File: src/rtl/impulse_storm_level_detector_unit_defines.svh
// Assertion macros for the impulse storm level detector.
// Used by the top level; expects clk and arst_n in scope.
`ifndef IMPULSE_STORM_LEVEL_DETECTOR_UNIT_DEFINES_SVH
`define IMPULSE_STORM_LEVEL_DETECTOR_UNIT_DEFINES_SVH

// same-cycle implication
`define ISLD_ASSERT_NOW(label, ante, cons, msg) \
	label: assert property (@(posedge clk) disable iff (!arst_n) (ante) |-> (cons)) \
		else $error(msg);

// next-cycle implication
`define ISLD_ASSERT_NEXT(label, ante, cons, msg) \
	label: assert property (@(posedge clk) disable iff (!arst_n) (ante) |=> (cons)) \
		else $error(msg);

`endif

File: src/rtl/isld_pkg.sv
// Package for the impulse storm level detector: widths, command codes,
// register indexes and reset values. No dependencies.
package isld_pkg;

	localparam int SAMPLE_BITS = 12;
	localparam int DIP_W = SAMPLE_BITS + 1;
	localparam int ACC_W = SAMPLE_BITS + 4;
	localparam int CNT_W = 8;
	localparam int LEVEL_W = 16;
	localparam int IDLE_W = 16;
	localparam int DUTY_W = 8;
	localparam int CFG_IDX_W = 3;
	localparam int CFG_DATA_W = 16;

	localparam logic CMD_SAMPLE = 1'b0;
	localparam logic CMD_TICK = 1'b1;

	localparam logic [CFG_IDX_W-1:0] REG_NOISE_THRESHOLD = 3'd0;
	localparam logic [CFG_IDX_W-1:0] REG_CLIP_LEVEL = 3'd1;
	localparam logic [CFG_IDX_W-1:0] REG_LEVEL_LIMIT = 3'd2;
	localparam logic [CFG_IDX_W-1:0] REG_IDLE_LIMIT = 3'd3;
	localparam logic [CFG_IDX_W-1:0] REG_DUTY_LIMIT = 3'd4;

	localparam logic [SAMPLE_BITS-1:0] NOISE_THRESHOLD_RST = SAMPLE_BITS'(70);
	localparam logic [SAMPLE_BITS-1:0] CLIP_LEVEL_RST = SAMPLE_BITS'(1802);
	localparam logic [LEVEL_W-1:0] LEVEL_LIMIT_RST = 16'd7000;
	localparam logic [IDLE_W-1:0] IDLE_LIMIT_RST = 16'd3600;
	localparam logic [DUTY_W-1:0] DUTY_LIMIT_RST = 8'd100;

	localparam logic [CNT_W-1:0] IMPULSE_STEP = 8'd32;
	localparam logic [CNT_W-1:0] IMPULSE_SAT = 8'd250;
	localparam logic [LEVEL_W-1:0] CAL_DONE_LEVEL = 16'd255;
	localparam logic [DUTY_W-1:0] DUTY_FIRST = 8'd1;

	// (d / 3) * 2 for an 8-bit duty, divide by 3 via multiply by 171 >> 9
	function automatic logic [DUTY_W-1:0] duty_backoff(input logic [DUTY_W-1:0] d);
		logic [15:0] prod;
		logic [DUTY_W-1:0] q;
		prod = 16'(d) * 16'd171;
		q = DUTY_W'(prod >> 9);
		return DUTY_W'({q, 1'b0});
	endfunction

endpackage

File: src/rtl/impulse_storm_level_detector_unit.sv
// Impulse storm level detector, top level.
// Depends on isld_pkg and impulse_storm_level_detector_unit_defines.svh.
//
// Takes one beat per cycle unless stalled: an ADC sample (cmd 0) or a one-second
// tick (cmd 1), and returns exactly one result beat per input beat, in order,
// showing the state after that item. An input beat is registered in the input
// stage, processed by the average / impulse / warning logic and lands in the
// result register; throughput is one beat per cycle while the output is not
// stalled, and the input side only stalls while the result register is full and
// stalled. After reset the block runs a calibration sweep of the supply duty, one
// sample per step. Configuration registers are written by the user through cfg_wr_en /
// cfg_index / cfg_wdata, and only while the block is idle; the block does not enforce this.
`include "impulse_storm_level_detector_unit_defines.svh"

module impulse_storm_level_detector_unit
	import isld_pkg::*;
(
	input  logic                    clk,
	input  logic                    arst_n,
	input  logic                    cfg_wr_en,
	input  logic [CFG_IDX_W-1:0]    cfg_index,
	input  logic [CFG_DATA_W-1:0]   cfg_wdata,
	input  logic                    in_valid,
	output logic                    in_stall,
	input  logic                    cmd,
	input  logic [SAMPLE_BITS-1:0]  sample,
	output logic                    out_valid,
	input  logic                    out_stall,
	output logic                    impulse,
	output logic [DUTY_W-1:0]       duty,
	output logic                    calibrating,
	output logic                    cal_failed,
	output logic [SAMPLE_BITS-1:0]  sample_average,
	output logic signed [DIP_W-1:0] dip,
	output logic [CNT_W-1:0]        impulses_x32,
	output logic [LEVEL_W-1:0]      warning,
	output logic [IDLE_W-1:0]       idle_seconds
);

	// configuration
	logic [SAMPLE_BITS-1:0] noise_threshold_q;
	logic [SAMPLE_BITS-1:0] clip_level_q;
	logic [LEVEL_W-1:0]     level_limit_q;
	logic [IDLE_W-1:0]      idle_limit_q;
	logic [DUTY_W-1:0]      duty_limit_q;

	// detector state
	logic [SAMPLE_BITS-1:0] avg_q;
	logic [CNT_W-1:0]       cnt_q;
	logic [LEVEL_W-1:0]     level_q;
	logic [IDLE_W-1:0]      idle_q;
	logic [DUTY_W-1:0]      duty_q;
	logic                   cal_q;
	logic                   fail_q;
	logic                   first_q;

	// input stage
	logic                   valid_s1;
	logic                   cmd_s1;
	logic [SAMPLE_BITS-1:0] sample_s1;

	// result register
	logic                   out_valid_q;
	logic                   impulse_q;
	logic signed [DIP_W-1:0] dip_q;

	logic in_accept;
	logic advance;

	assign advance = valid_s1 && (!out_valid_q || !out_stall);
	assign in_stall = valid_s1 && !advance;
	assign in_accept = in_valid && !in_stall;

	// next-state logic
	logic [SAMPLE_BITS-1:0] avg_n;
	logic [CNT_W-1:0]       cnt_n;
	logic [LEVEL_W-1:0]     level_n;
	logic [IDLE_W-1:0]      idle_n;
	logic [DUTY_W-1:0]      duty_n;
	logic                   cal_n;
	logic                   fail_n;
	logic                   first_n;
	logic                   imp_n;
	logic signed [DIP_W-1:0] dip_n;

	logic [ACC_W-1:0]       acc;
	logic [SAMPLE_BITS-1:0] avg_upd;
	logic signed [DIP_W-1:0] dip_upd;
	logic [CNT_W:0]         cnt_sum;
	logic [DUTY_W:0]        duty_inc;
	logic [LEVEL_W:0]       w_sum;
	logic [LEVEL_W-8:0]     decay;
	logic [LEVEL_W:0]       w_dec;
	logic [IDLE_W-1:0]      idle_inc;

	always_comb begin
		acc = {avg_q, 4'b0000} - ACC_W'(avg_q) + ACC_W'(sample_s1);
		avg_upd = acc[ACC_W-1:4];
		dip_upd = $signed({1'b0, avg_upd}) - $signed({1'b0, sample_s1});
		cnt_sum = {1'b0, cnt_q} + {1'b0, IMPULSE_STEP};
		duty_inc = {1'b0, duty_q} + (DUTY_W+1)'(1);
		w_sum = {1'b0, level_q} + ((cnt_q > IMPULSE_STEP) ? (LEVEL_W+1)'(cnt_q) : '0);
		decay = w_sum[LEVEL_W:8];
		w_dec = w_sum - (LEVEL_W+1)'(decay);
		idle_inc = idle_q + IDLE_W'(1);

		avg_n = avg_q;
		cnt_n = cnt_q;
		level_n = level_q;
		idle_n = idle_q;
		duty_n = duty_q;
		cal_n = cal_q;
		fail_n = fail_q;
		first_n = first_q;
		imp_n = 1'b0;
		dip_n = '0;

		if (cal_q) begin
			if (cmd_s1 == CMD_SAMPLE) begin
				if (sample_s1 > clip_level_q) begin
					duty_n = duty_backoff(duty_q);
					cal_n = 1'b0;
					level_n = CAL_DONE_LEVEL;
					if (first_q) begin
						first_n = 1'b0;
						avg_n = sample_s1;
						cnt_n = '0;
						idle_n = '0;
					end
				end else if (duty_inc > {1'b0, duty_limit_q}) begin
					duty_n = DUTY_FIRST;
					fail_n = 1'b1;
				end else begin
					duty_n = duty_inc[DUTY_W-1:0];
				end
			end
		end else if (cmd_s1 == CMD_SAMPLE) begin
			avg_n = avg_upd;
			dip_n = dip_upd;
			if (!dip_upd[DIP_W-1] && (dip_upd[SAMPLE_BITS-1:0] >= noise_threshold_q)) begin
				imp_n = 1'b1;
				cnt_n = (cnt_sum >= {1'b0, IMPULSE_SAT}) ? IMPULSE_SAT : cnt_sum[CNT_W-1:0];
			end
		end else begin
			level_n = (w_dec > {1'b0, level_limit_q}) ? level_limit_q : w_dec[LEVEL_W-1:0];
			cnt_n = '0;
			if (decay == '0) begin
				if (idle_inc >= idle_limit_q) begin
					idle_n = '0;
					cal_n = 1'b1;
					duty_n = DUTY_FIRST;
					level_n = '0;
					fail_n = 1'b0;
				end else begin
					idle_n = idle_inc;
				end
			end else begin
				idle_n = '0;
			end
		end
	end

	always_ff @(posedge clk or negedge arst_n) begin
		if (!arst_n) begin
			noise_threshold_q <= NOISE_THRESHOLD_RST;
			clip_level_q <= CLIP_LEVEL_RST;
			level_limit_q <= LEVEL_LIMIT_RST;
			idle_limit_q <= IDLE_LIMIT_RST;
			duty_limit_q <= DUTY_LIMIT_RST;
		end else if (cfg_wr_en) begin
			case (cfg_index)
				REG_NOISE_THRESHOLD: noise_threshold_q <= cfg_wdata[SAMPLE_BITS-1:0];
				REG_CLIP_LEVEL: clip_level_q <= cfg_wdata[SAMPLE_BITS-1:0];
				REG_LEVEL_LIMIT: level_limit_q <= cfg_wdata[LEVEL_W-1:0];
				REG_IDLE_LIMIT: idle_limit_q <= cfg_wdata[IDLE_W-1:0];
				REG_DUTY_LIMIT: duty_limit_q <= cfg_wdata[DUTY_W-1:0];
				default: ;
			endcase
		end
	end

	always_ff @(posedge clk or negedge arst_n) begin
		if (!arst_n) begin
			valid_s1 <= 1'b0;
		end else if (in_accept) begin
			valid_s1 <= 1'b1;
		end else if (advance) begin
			valid_s1 <= 1'b0;
		end
	end

	always_ff @(posedge clk) begin
		if (in_accept) begin
			cmd_s1 <= cmd;
			sample_s1 <= sample;
		end
	end

	always_ff @(posedge clk or negedge arst_n) begin
		if (!arst_n) begin
			avg_q <= '0;
			cnt_q <= '0;
			level_q <= '0;
			idle_q <= '0;
			duty_q <= DUTY_FIRST;
			cal_q <= 1'b1;
			fail_q <= 1'b0;
			first_q <= 1'b1;
			out_valid_q <= 1'b0;
		end else begin
			if (advance) begin
				avg_q <= avg_n;
				cnt_q <= cnt_n;
				level_q <= level_n;
				idle_q <= idle_n;
				duty_q <= duty_n;
				cal_q <= cal_n;
				fail_q <= fail_n;
				first_q <= first_n;
				out_valid_q <= 1'b1;
			end else if (!out_stall) begin
				out_valid_q <= 1'b0;
			end
		end
	end

	always_ff @(posedge clk) begin
		if (advance) begin
			impulse_q <= imp_n;
			dip_q <= dip_n;
		end
	end

	assign out_valid = out_valid_q;
	assign impulse = impulse_q;
	assign dip = dip_q;
	assign duty = duty_q;
	assign calibrating = cal_q;
	assign cal_failed = fail_q;
	assign sample_average = avg_q;
	assign impulses_x32 = cnt_q;
	assign warning = cal_q ? '0 : level_q;
	assign idle_seconds = idle_q;

	`ISLD_ASSERT_NEXT(a_advance_fills_out, advance, out_valid_q, "result beat lost after advance")
	`ISLD_ASSERT_NOW(a_impulse_not_cal, out_valid_q && impulse_q, !cal_q && !dip_q[DIP_W-1], "impulse during calibration or negative dip")
	`ISLD_ASSERT_NOW(a_count_sat, out_valid_q, cnt_q <= IMPULSE_SAT, "impulse count above saturation")
	`ISLD_ASSERT_NEXT(a_stalled_hold, out_valid_q && out_stall && !advance, out_valid_q && $stable(level_q) && $stable(avg_q), "state moved while result stalled")

endmodule

File: config.mk
export PLATFORM = sky130hd
export DESIGN_NAME = impulse_storm_level_detector_unit
export DESIGN_NICKNAME = d
export VERILOG_FILES = /design/src/rtl/isld_pkg.sv /design/src/rtl/impulse_storm_level_detector_unit.sv
export VERILOG_INCLUDE_DIRS = /design/src /design/src/rtl
export SDC_FILE = /design/constraint.sdc
export NUM_CORES = 1
export LEC_CHECK = 0
export ABC_CLOCK_PERIOD_IN_PS = 20000
export BUFFER_PORTS_ARGS = -buffer_cell sky130_fd_sc_hd__buf_2
export CORE_UTILIZATION = 65
export CTS_CLUSTER_DIAMETER = 150
export CTS_CLUSTER_SIZE = 30
export DETAILED_ROUTE_END_ITERATION = 10
export GPL_ROUTABILITY_DRIVEN = 0
export GPL_TIMING_DRIVEN = 0
export PLACE_DENSITY_LB_ADDON = 0.08
export SYNTH_ARGS = -nofsm -noshare
export SYNTH_HDL_FRONTEND = slang
export SYNTH_SLANG_ARGS = --single-unit
File: constraint.sdc
create_clock -name clk -period 20 [get_ports clk]
set_clock_uncertainty 0.15 [all_clocks]
set_input_delay 4 -clock clk [delete_from_list [all_inputs] [get_ports clk]]
set_output_delay 4 -clock clk [all_outputs]
set_load 0.1 [all_outputs]
---- Word-level counts from Yosys, hierarchy flattened ----
Index checks and enable logic that the tools add are counted.
storage, ports and cells
  bits of input ports ..................... 37
  bits in registers ....................... 156
  output and inout port bits .............. 78
cells by class
  add/subtract/negate cells ............... 8
  mux-type cells .......................... 53
  equality and inequality tests ........... 9
  multipliers ............................. 1
  bitwise gates (word level) .............. 1
  reduce and logical (&&, ||, !) cells .... 33
  $lt $le $gt $ge ......................... 7
operators with widths
  kind                     number
  $mux W16                 15
  $mux W8                  15
  $mux W12                 5
  $mux W1                  18
  $add A16 B8 Y17          1
  $gt A17 B16 Y1           1
  $sub A17 B9 Y17          1
  $add A16 B1 Y16 const B  1
  $add A16 B12 Y16         1
  $ge A16 B16 Y1           1
  $mul A8 B8 Y16 const B   1
  $sub A16 B12 Y16         1
  $reduce_and A5 Y1        3
  $reduce_bool A2 Y1       7
  $sub A12 B12 Y13         1
  $ge A12 B12 Y1           1
  $gt A12 B12 Y1           1
  $reduce_and A4 Y1        3
  $reduce_and A2 Y1        5
  $add A8 B1 Y9 const B    1
  $add A8 B6 Y9 const B    1
  $ge A9 B8 Y1 const B     1
  $gt A9 B8 Y1             1
  $logic_not A9 Y1         1
  14 further kinds         25

---- Logic depth before layout (Yosys ltp) ----
Gate-level depths: netlist (run 1).
  depth in word-level cells ............... 10
  gate-level depth with buffers ........... 30
  depth with buffers taken out ............ 28

---- Worst setup path after synthesis (run 1) ----
OpenSTA, ideal clock, no wires.
  kind .................................... input -> output
  start point ............................. in out_stall
  end point ............................... out in_stall
  data arrival time ....................... 4.745 ns
  cell stages on the path ................. 2
  path slack .............................. 11.105 ns
  required time ........................... 15.850 ns
  cells stage by stage .................... nand3_1 > inv_1
between the ends
  word-level cells in the longest chain between the ends .. 5
ends and longest elaborated chain
  element              RTL line                                 RTL
  from (decl)          impulse_storm_level_detector_unit.sv:28  input logic out_stall,
  $logic_not A1 Y1     --
  $logic_or A1 B1 Y1   impulse_storm_level_detector_unit.sv:70  assign advance = valid_s1 && (!out_valid_q || !out_stall);
  $logic_and A1 B1 Y1  impulse_storm_level_detector_unit.sv:70
  $logic_not A1 Y1     impulse_storm_level_detector_unit.sv:71  assign in_stall = valid_s1 && !advance;
  $logic_and A1 B1 Y1  impulse_storm_level_detector_unit.sv:71
  to (decl)            impulse_storm_level_detector_unit.sv:24  output logic in_stall,
No other way between the ends.

---- Worst setup path in the final report (run 1) ----
Ends and elaborated chain as after synthesis.

==> Flow_metrics.wiki, run 1 <==
{| class="wikitable"
! Metric !! Value
|-
| Run status || finished clean
|-
| Total length of routed wires || between 30,000 and 40,000 um
|-
| EDFF count, synth || 27
|-
| Path class of the lowest-slack min-delay path || register to register
|-
| Slew Limit Headroom || between 30 and 40%
|-
| Row count || 49
|-
| Buffer count from post-CTS setup fixing || 0
|-
| CTS H-tree depth || 4
|-
| Initial core utilization || 67.3%
|-
| Overall die area || 19,500 sq um
|-
| Max FO, Critical Path || 3
|-
| Hold-fix buffers, CTS || 0
|-
| Crit. End Element || primary output
|-
| Core Footprint || 18,300 sq um
|-
| # Max-Cap Violations || 0
|-
| Total count of hold-check failures in the final report || 0
|-
| Number of clock buffers inserted by TritonCTS || 17
|-
| Final Core Density || 75.2%
|-
| Clock sink count || around 150
|-
| Setup repair after global routing missed its margin || false
|-
| Asr flop ratio synth || 82.2%
|-
| Detailed Place HPWL || 24,800 um
|-
| Critical path startpoint category || input pin
|-
| Number of top-level design ports || 115
|-
| Dominant register cell in the synthesized netlist || dfrtp_1
|-
| Fillers || 1,369
|-
| Finish-stage setup viols || 0
|-
| Setup_tns || 0 ps
|-
| Average cell area after synthesis || 9.02 sq um
|-
| Final min period || between 8000 and 9000 ps
|-
| Synth cell types || 84
|-
| Worst path most repeated cell || buf_2
|-
| Final net count || 1,710
|-
| Mean routed wirelength per cell || 18.4 um
|-
| Most numerous cell types in the synthesized netlist || 183 x inv_1, 154 x ha_1, 121 x nand2_1
|-
| Number of nets with antenna violations after detailed routing || 0
|-
| Antenna fix cells || 0
|-
| Destination of the critical timing path || in_stall
|-
| Fraction of final layout cells sized beyond drive strength 1 || 14.8%
|-
| Via count of the routed design || around 11k
|-
| Number of search-and-repair iterations in the first detailed-routing pass || 5
|-
| Data arrival time of the critical path || 4800 ps
|-
| Top-area cell type share of the netlist area || 20.3%
|-
| Cell chain of the critical path || buf_2 > nand3_1 > inv_1 > buf_2
|-
| Cells resized by post-CTS repair || 0
|-
| Share of the clock period used by the worst path || ~45%
|-
| Overall die height || 140 um
|-
| Cell count of the worst reg-to-reg path || 27
|-
| Final routed DRC violation total || 0
|-
| Crit path launch || out_stall
|-
| #FFs+latches synth || 152
|-
| I/O Buffers || 112
|-
| Post-synthesis cell area || 12,300 sq um
|-
| DRC violation total after the first TritonRoute iteration || 827
|-
| Total routing resource utilization after global routing || 34.1%
|-
| Later-pin clock latency in the skew report || 430 ps
|-
| Placed cells || 1,706
|-
| Worst setup slack for register-to-register paths || ~12,000 ps
|-
| Worst path slowest cell || buf_2
|-
| End of the worst register-to-register path || level_q[1]
|-
| Number of warnings issued by yosys || 0
|-
| Die X || 140 um
|-
| Congestion Overflow GR || 0
|-
| Critical path data required time || 15,850 ps
|-
| Largest net degree at the start of global routing || 68
|-
| Sequential share of the synthesized area || between 30% and 40%
|-
| Clock tree from TritonCTS || yes
|-
| CTS clk-pin slew, worst paths || around 60 ps
|-
| Number of global-route vias before repair || 10.5k
|-
| Upper clock frequency limit || 112 MHz
|-
| Reg-to-reg critical path startpoint || impulses_x32[6]
|-
| Largest area contributor in the synthesized netlist || dfrtp_1
|-
| Most used standard cell by instance count after synthesis || inv_1
|-
| Per-cell via count in the routed design || about 6.2
|-
| Cell chosen for the clock root || clkbuf_16
|-
| First-pass GRT wire length || 52,300 um
|-
| Final max-slew violation count || 0
|-
| Area added between synthesis and finish || 11.7%
|-
| Antenna violations before repair || 0
|-
| Number of instances in the synthesized netlist || 1,363
|-
| Critical Path Max Stage Delay || 420 ps
|-
| Maximum buffer depth of the clock tree || 2
|-
| Final Non-Filler Cells || 1,738
|-
| Critical path type || input pin to primary output
|-
| Leading cell types by total area after synthesis || dfrtp_1 20%, ha_1 16%, edfxtp_1 6.6%, inv_1 5.6%, dfstp_2 5.3%
|-
| Worst Max-Slew Pin Slew || 917 ps
|}
area by class of cell:
class,instances,area (sq um),area share [%]
multi-input cells,988,7470,54.3
flip-flops and latches,152,3970,28.9
inverters,183,687,5.00
repair buffers,113,594,4.33
clock buffers,18,429,3.12
well taps,229,287,2.09
plain buffers,41,179,1.30
clock inverters,14,125,0.911
worst min path at each step:
stage / endpoint / from / depth (start not counted) / slack, ps
4_1_cts: first_q / first_q / 2 / 310
3_5_place_dp: first_q / first_q / 2 / 300
3_3_place_gp: first_q / first_q / 2 / 290
2_1_floorplan: first_q / first_q / 2 / 280
5_1_grt: first_q / first_q / 2 / 330
6_report: first_q / first_q / 2 / 310
metrics by stage:
stage / hold WS [ps] / worst slack (ps) / cell area (sq um)
4_1_cts: 306 / 11060 / 13700
2_1_floorplan: 279 / 11110 / 12300
3_3_place_gp: 286 / 11050 / 13100
5_1_grt: 326 / 11030 / 13700
3_5_place_dp: 296 / 11070 / 13200
6_report: 313 / 11050 / 13700
sequential cells by signal (all words and copies together), names as in the netlist, 4 cells and up:
signal / count
level_limit_q: 16
noise_threshold_q: 12
idle_seconds: 16
duty_limit_q: 8
sample_average: 12
sample_s1: 12
level_q: 16
impulses_x32: 4
dip: 13
clip_level_q: 12
idle_limit_q: 16
duty: 8
logic make-up after synthesis:
| family | synth area share (%) |
|---|---|
| simple gates | 16.7 |
| compound gates | 17.2 |
| buf+inv | 7.04 |
| fa+ha+maj | 19.5 |
| flops | 32.3 |
| xor+xnor | 4.74 |
| mux | 2.52 |
| other cells | 0.0611 |
worst max-delay path, delay by kind of cell:
family	cells	cell delay, ps
buf+inv	3	620
simple gates	1	170
layout by cell type (no fill, tap or decap), drive strengths merged, types with 29 or more instances in the layout:
master and instances:
buf 123, a31oi 29, nand3 51, clkbuf 49
nor3 32, a21oi 42, nor2 72, xnor2 45
inv 187, o21ai 99, dfrtp 100, ha 154
nand2 121
metal layers:
metal,share of wire [%],track usage [%]
met5,0,0
met4,3.0,12.1
met3,7.8,5.99
met2,46,55.1
met1,43,46.4
Power of run 1 is not shown: default switching activity piles up to over one toggle a cycle in this logic, so the estimate is an artifact.
==> run 2, diff against run 1 <==
ABC_CLOCK_PERIOD_IN_PS = 8650   (was 20000)
CORE_UTILIZATION = 61   (was 65)
clock period = 8.65 ns   (was 20 ns; I/O delays follow)
==> Flow_metrics.wiki, run 2 (synthesis gave the netlist of run 1 again) <==
{| class="wikitable"
! Metric !! Value
|-
| Overall die height || 144 um (+3.2%)
|-
| Path class of the lowest-slack min-delay path || register to register
|-
| Setup_tns || 0 ps (unchanged)
|-
| Cells resized by post-CTS repair || 0 (unchanged)
|-
| Routing usage on met3 || 6.09% (+0.11 points)
|-
| Worst setup slack for register-to-register paths || 890 ps (-11,290 ps)
|-
| First-pass GRT wire length || 51,200 um (-2.0%)
|-
| # Max-Cap Violations || 0 (unchanged)
|-
| Upper clock frequency limit || 129 MHz
|-
| Worst Hold Launch || first_q
|-
| Largest net degree at the start of global routing || 65 (-4.4%)
|-
| Slew Limit Headroom || 34.8% (-3.6 points)
|-
| Detailed Place HPWL || 24,700 um (-0.39%)
|-
| Final max-slew violation count || 0 (unchanged)
|-
| Run status || finished clean
|-
| Reg-to-reg critical path startpoint || impulses_x32[6]
|-
| Hold-fix buffers, CTS || 0 (unchanged)
|-
| Critical path startpoint category || register
|-
| Antenna violations before repair || 2 (+2)
|-
| Fraction of final layout cells sized beyond drive strength 1 || 14.9% (+0.066 points)
|-
| Cell count of the worst reg-to-reg path || 27 (unchanged)
|-
| Worst Max-Slew Pin Slew || 971 ps (+54.1 ps)
|-
| Total routing resource utilization after global routing || 32.2% (-1.9 points)
|-
| Area occupied by multi-input gates || 7470 sq um (unchanged)
|-
| Hold slack final || 313 ps (-0.503 ps)
|-
| Mean routed wirelength per cell || 17.9 um (-3.0%)
|-
| Final min period || 7760 ps
|-
| Per-cell via count in the routed design || 6.00 (-2.8%)
|-
| Gr busiest metal || met2
|-
| Number of nets with antenna violations after detailed routing || 0 (unchanged)
|-
| Final routed DRC violation total || 0 (unchanged)
|-
| Setup WS post-layout || 889 ps (-10,170 ps)
|-
| Clock tree from TritonCTS || yes
|-
| Setup repair after global routing missed its margin || false
|-
| Total count of hold-check failures in the final report || 0 (unchanged)
|-
| Number of search-and-repair iterations in the first detailed-routing pass || 5 (unchanged)
|-
| Maximum buffer depth of the clock tree || 2 (unchanged)
|-
| Share of the clock period used by the worst path || 89.7%
|-
| Cell chosen for the clock root || clkbuf_16
|-
| Final net count || 1,710 (unchanged)
|-
| Total length of routed wires || 31,700 um (-0.80%)
|-
| Fillers || 1,556 (+14%)
|-
| Clock sink count || 152 (unchanged)
|-
| Routing usage on met1 || 44.3% (-2.1 points)
|-
| Crit. End Element || register
|-
| Critical path data required time || 8860 ps (-6990 ps)
|-
| Cell count of the worst hold path || 2 (unchanged)
|-
| CTS H-tree depth || 4 (unchanged)
|-
| Pre-CTS setup slack || 1120 ps (-9950 ps)
|-
| Later-pin clock latency in the skew report || 440 ps (about the same)
|-
| Overall die area || 20,700 sq um (+6.5%)
|-
| Number of global-route vias before repair || 10.0k (-4.3%)
|-
| FF/Latch Area || 3970 sq um (unchanged)
|-
| Core Footprint || 19,600 sq um (+7.2%)
|-
| Die X || 144 um (+3.2%)
|-
| DRC violation total after the first TritonRoute iteration || 717 (-13%)
|-
| CTS clk-pin slew, worst paths || 60 ps (about the same)
|-
| Initial core utilization || 62.8% (-4.5 points)
|-
| Finish-stage setup viols || 0 (unchanged)
|-
| Global Route met2 Usage || 51.7% (-3.4 points)
|-
| Row count || 51 (+4.1%)
|-
| Data arrival time of the critical path || 7970 ps (+3170 ps)
|-
| Number of top-level design ports || 115 (unchanged)
|-
| Max FO, Critical Path || 9 (+6)
|-
| Critical path type || register to register
|-
| Area added between synthesis and finish || 13.0%
|-
| Via count of the routed design || 10.7k (-0.66%)
|-
| Congestion Overflow GR || 0 (unchanged)
|-
| Number of clock buffers inserted by TritonCTS || 17 (unchanged)
|-
| End of the worst register-to-register path || level_q[1]
|-
| Hold worst-path end || first_q
|-
| Commonest non-fill, non-tap cell in the layout || inv_1
|-
| I/O Buffers || 112 (unchanged)
|-
| Buffer count from post-CTS setup fixing || 0 (unchanged)
|-
| Commonest cells after routing, fill and taps aside || 183 x inv_1, 154 x ha_1, 121 x nand2_1
|}
run 2: per-stage QoR:
stage          cells  area, sq um  util, %
2_1_floorplan   1364        12300        -
3_3_place_gp    1741        13200     67.4
3_5_place_dp    1742        13200     67.5
4_1_cts         1774        13900     70.9
5_1_grt         1775        13900     70.9
6_report        1777        13900     70.9
run 2: area by class of cell:
| cell class | instances | share of cell area (%) |
|---|---|---|
| multi-input cells | 988 | 53.7 |
| flip-flops and latches | 152 | 28.6 |
| inverters | 183 | 4.94 |
| repair buffers | 113 | 4.28 |
| clock buffers | 18 | 3.16 |
| well taps | 265 | 2.39 |
| clock inverters | 14 | 1.57 |
| plain buffers | 41 | 1.29 |
| diodes | 3 | 0.0540 |
run 2: per-layer routing:
metal,vias up,share of wire (%),routed length [um]
li1,5094,-,-
met1,5104,44,14000
met2,421,46,14700
met3,48,7.7,2460
met4,0,1.7,555
met5,-,0,0
run 2: worst max-delay path, stage by stage, from the launching register on:
cell and delay [ps]:
dfrtp_1 470, o31ai_1 420, inv_1 140, ha_1 400
nand4_1 180, a211o_1 390, a211oi_1 290, or2_1 140
clkbuf_1 340, inv_1 90, ha_1 290, nor2b_1 140
o31a_1 250, o21ai_0 310, a2111o_1 200, nand4_1 180
o21ai_0 320, nand3_1 130, xnor2_1 250, inv_1 80
ha_1 290, and4_1 220, nand4_1 120, or4_1 580
o221a_2 160, nor3_1 760, o2111ai_1 240, nand3_1 150
run 2: worst max-delay path by stage:
stage                    start     endpoint  slack (ps)  cells past startpoint
3_5_place_dp   impulses_x32[6]   level_q[1]        1120                     27
6_report       impulses_x32[6]   level_q[1]         890                     27
3_3_place_gp   impulses_x32[6]   level_q[1]        1120                     27
4_1_cts        impulses_x32[6]   level_q[1]        1040                     27
5_1_grt        impulses_x32[6]   level_q[0]         390                     27
2_1_floorplan  impulses_x32[7]  level_q[11]        1660                     28
Power of run 2 is left out for the same reason.
==> run 3, diff against run 2 <==
PLACE_DENSITY_LB_ADDON = 0.25   (was 0.08)
==> Flow_metrics.wiki, run 3 (synthesis gave the netlist of run 1 again) <==
{| class="wikitable"
! Metric !! Value
|-
| Global Route met2 Usage || 51.9% (+0.23 points)
|-
| Routing usage on met3 || 5.43% (-0.66 points)
|-
| Clock sink count || 152 (unchanged)
|-
| Max FO, Critical Path || 9 (unchanged)
|-
| CTS H-tree depth || 4 (unchanged)
|-
| Detailed Place HPWL || 24,000 um (-2.7%)
|-
| Critical Path Max Stage Delay || 850 ps (+90 ps)
|-
| Buffer count from post-CTS setup fixing || 0 (unchanged)
|-
| Largest delay share family, worst path || simple AND/OR/NAND/NOR gates
|-
| Maximum buffer depth of the clock tree || 2 (unchanged)
|-
| Total count of hold-check failures in the final report || 0 (unchanged)
|-
| Setup_tns || 0 ps (unchanged)
|-
| Commonest non-fill, non-tap cell in the layout || inv_1
|-
| Gr busiest metal || met2
|-
| Worst path slowest cell || nor3_1
|-
| Later-pin clock latency in the skew report || 430 ps (about the same)
|-
| Overall die height || 144 um (unchanged)
|-
| Number of clock buffers inserted by TritonCTS || 17 (unchanged)
|-
| Final routed DRC violation total || 0 (unchanged)
|-
| Buffers & Inverters on Critical Path || 4 (unchanged)
|-
| Critical path startpoint category || register
|-
| Hold-fix buffers, CTS || 0 (unchanged)
|-
| Final min period || 8080 ps (+314 ps)
|-
| Upper clock frequency limit || 124 MHz (-3.9%)
|-
| Finish-stage setup viols || 0 (unchanged)
|-
| Pre-CTS setup slack || 922 ps (-193 ps)
|-
| Mean routed wirelength per cell || 17.7 um (-1.1%)
|-
| Final net count || 1,710 (unchanged)
|-
| Number of nets with antenna violations after detailed routing || 0 (unchanged)
|-
| Cell chosen for the clock root || clkbuf_16
|-
| I/O Buffers || 112 (unchanged)
|-
| Critical path type || register to register
|-
| Hold slack final || 303 ps (-9.29 ps)
|-
| Final max-slew violation count || 0 (unchanged)
|-
| Number of search-and-repair iterations in the first detailed-routing pass || 6 (+1)
|-
| Path class of the lowest-slack min-delay path || register to register
|-
| Total routing resource utilization after global routing || 31.6% (-0.59 points)
|-
| Antenna violations before repair || 0 (-2)
|-
| Commonest cells after routing, fill and taps aside || 183 x inv_1, 154 x ha_1, 121 x nand2_1
|-
| Slew Limit Headroom || 28.6% (-6.1 points)
|-
| Data arrival time of the critical path || 8280 ps (+310 ps)
|-
| Congestion Overflow GR || 0 (unchanged)
|-
| Fraction of final layout cells sized beyond drive strength 1 || 14.8% (-0.066 points)
|-
| Share of the clock period used by the worst path || 93.4% (+3.6 points)
|-
| Core Footprint || 19,600 sq um (unchanged)
|-
| Cells resized by post-CTS repair || 0 (unchanged)
|-
| Worst Max-Slew Pin Slew || 1060 ps (+91.5 ps)
|-
| First-pass GRT wire length || 50,500 um (-1.4%)
|-
| Setup repair after global routing missed its margin || false
|-
| Die X || 144 um (unchanged)
|-
| Final design instance area without fill || 13,800 sq um (-0.35%)
|-
| Initial core utilization || 62.8% (unchanged)
|-
| Per-cell via count in the routed design || 6.01 (about the same)
|-
| Number of global-route vias before repair || 10.1k (+1.2%)
|-
| Antenna fix cells || 0 (-3)
|-
| Via count of the routed design || 10.7k (-0.094%)
|-
| CTS clk-pin slew, worst paths || 60 ps (about the same)
|-
| Total length of routed wires || 31,300 um (-1.3%)
|-
| Largest net degree at the start of global routing || 89 (+37%)
|-
| Row count || 51 (unchanged)
|-
| Area added between synthesis and finish || 12.6%
|-
| Number of top-level design ports || 115 (unchanged)
|-
| Routing usage on met1 || 42.8% (-1.4 points)
|-
| Crit. End Element || register
|-
| Total placed instance area || 13,200 sq um (unchanged)
|-
| Overall die area || 20,700 sq um (unchanged)
|-
| Setup WS post-layout || 575 ps (-314 ps)
|-
| # Max-Cap Violations || 0 (unchanged)
|-
| Clock tree from TritonCTS || yes
|-
| DRC violation total after the first TritonRoute iteration || 814 (+14%)
|-
| Critical path data required time || 8850 ps (about the same)
|-
| Run status || finished clean
|}
==> run 3: changes by cell type in the layout (fill, tap and decap cells not counted), sizes merged <==
cell / previous run / this run
bufinv: 5 / 3
clkinvlp: 2 / 0
clkinv: 2 / 8
clkbuf: 49 / 51
diode: 3 / 0
inv: 188 / 184
==> run 3: final cells by class <==
class | instances | area [sq um]
plain buffers | 41 | 179
clock buffers | 20 | 468
clock inverters | 12 | 148
fillers | 1524 | 5750
inverters | 183 | 687
multi-input cells | 988 | 7470
flip-flops and latches | 152 | 3970
well taps | 265 | 332
repair buffers | 113 | 594
==> run 3: final timing paths <==
path | from | to | slack, ps | cells past startpoint
setup / recovery | impulses_x32[6] | level_q[1] | 570 | 27
hold / removal | first_q | first_q | 300 | 2
setup reg to reg | impulses_x32[6] | level_q[1] | 570 | 27
hold reg to reg | first_q | first_q | 300 | 2
max in group asynchronous | arst_n | noise_threshold_q[2] | 6510 | 2
min in group asynchronous | arst_n | idle_seconds[12] | 1050 | 1
==> run 3: tightest hold or removal path, stage by stage (launching register included) <==
cell	delay (ps)
dfstp_2	380
inv_1	50
a31oi_1	30
==> run 3: layer usage <==
layer / wire (um) / up-vias
met5: 0 / -
met4: 590 / 0
met3: 2590 / 47
met2: 14600 / 447
met1: 13500 / 5085
li1: - / 5078
==> run 3: metrics by stage <==
| step | util (%) | cells |
|---|---|---|
| 4_1_cts | 70.7 | 1774 |
| 6_report | 70.7 | 1774 |
| 2_1_floorplan | - | 1364 |
| 3_5_place_dp | 67.5 | 1742 |
| 3_3_place_gp | 67.4 | 1741 |
| 5_1_grt | 70.7 | 1774 |
Power of run 3 is left out for the same reason.
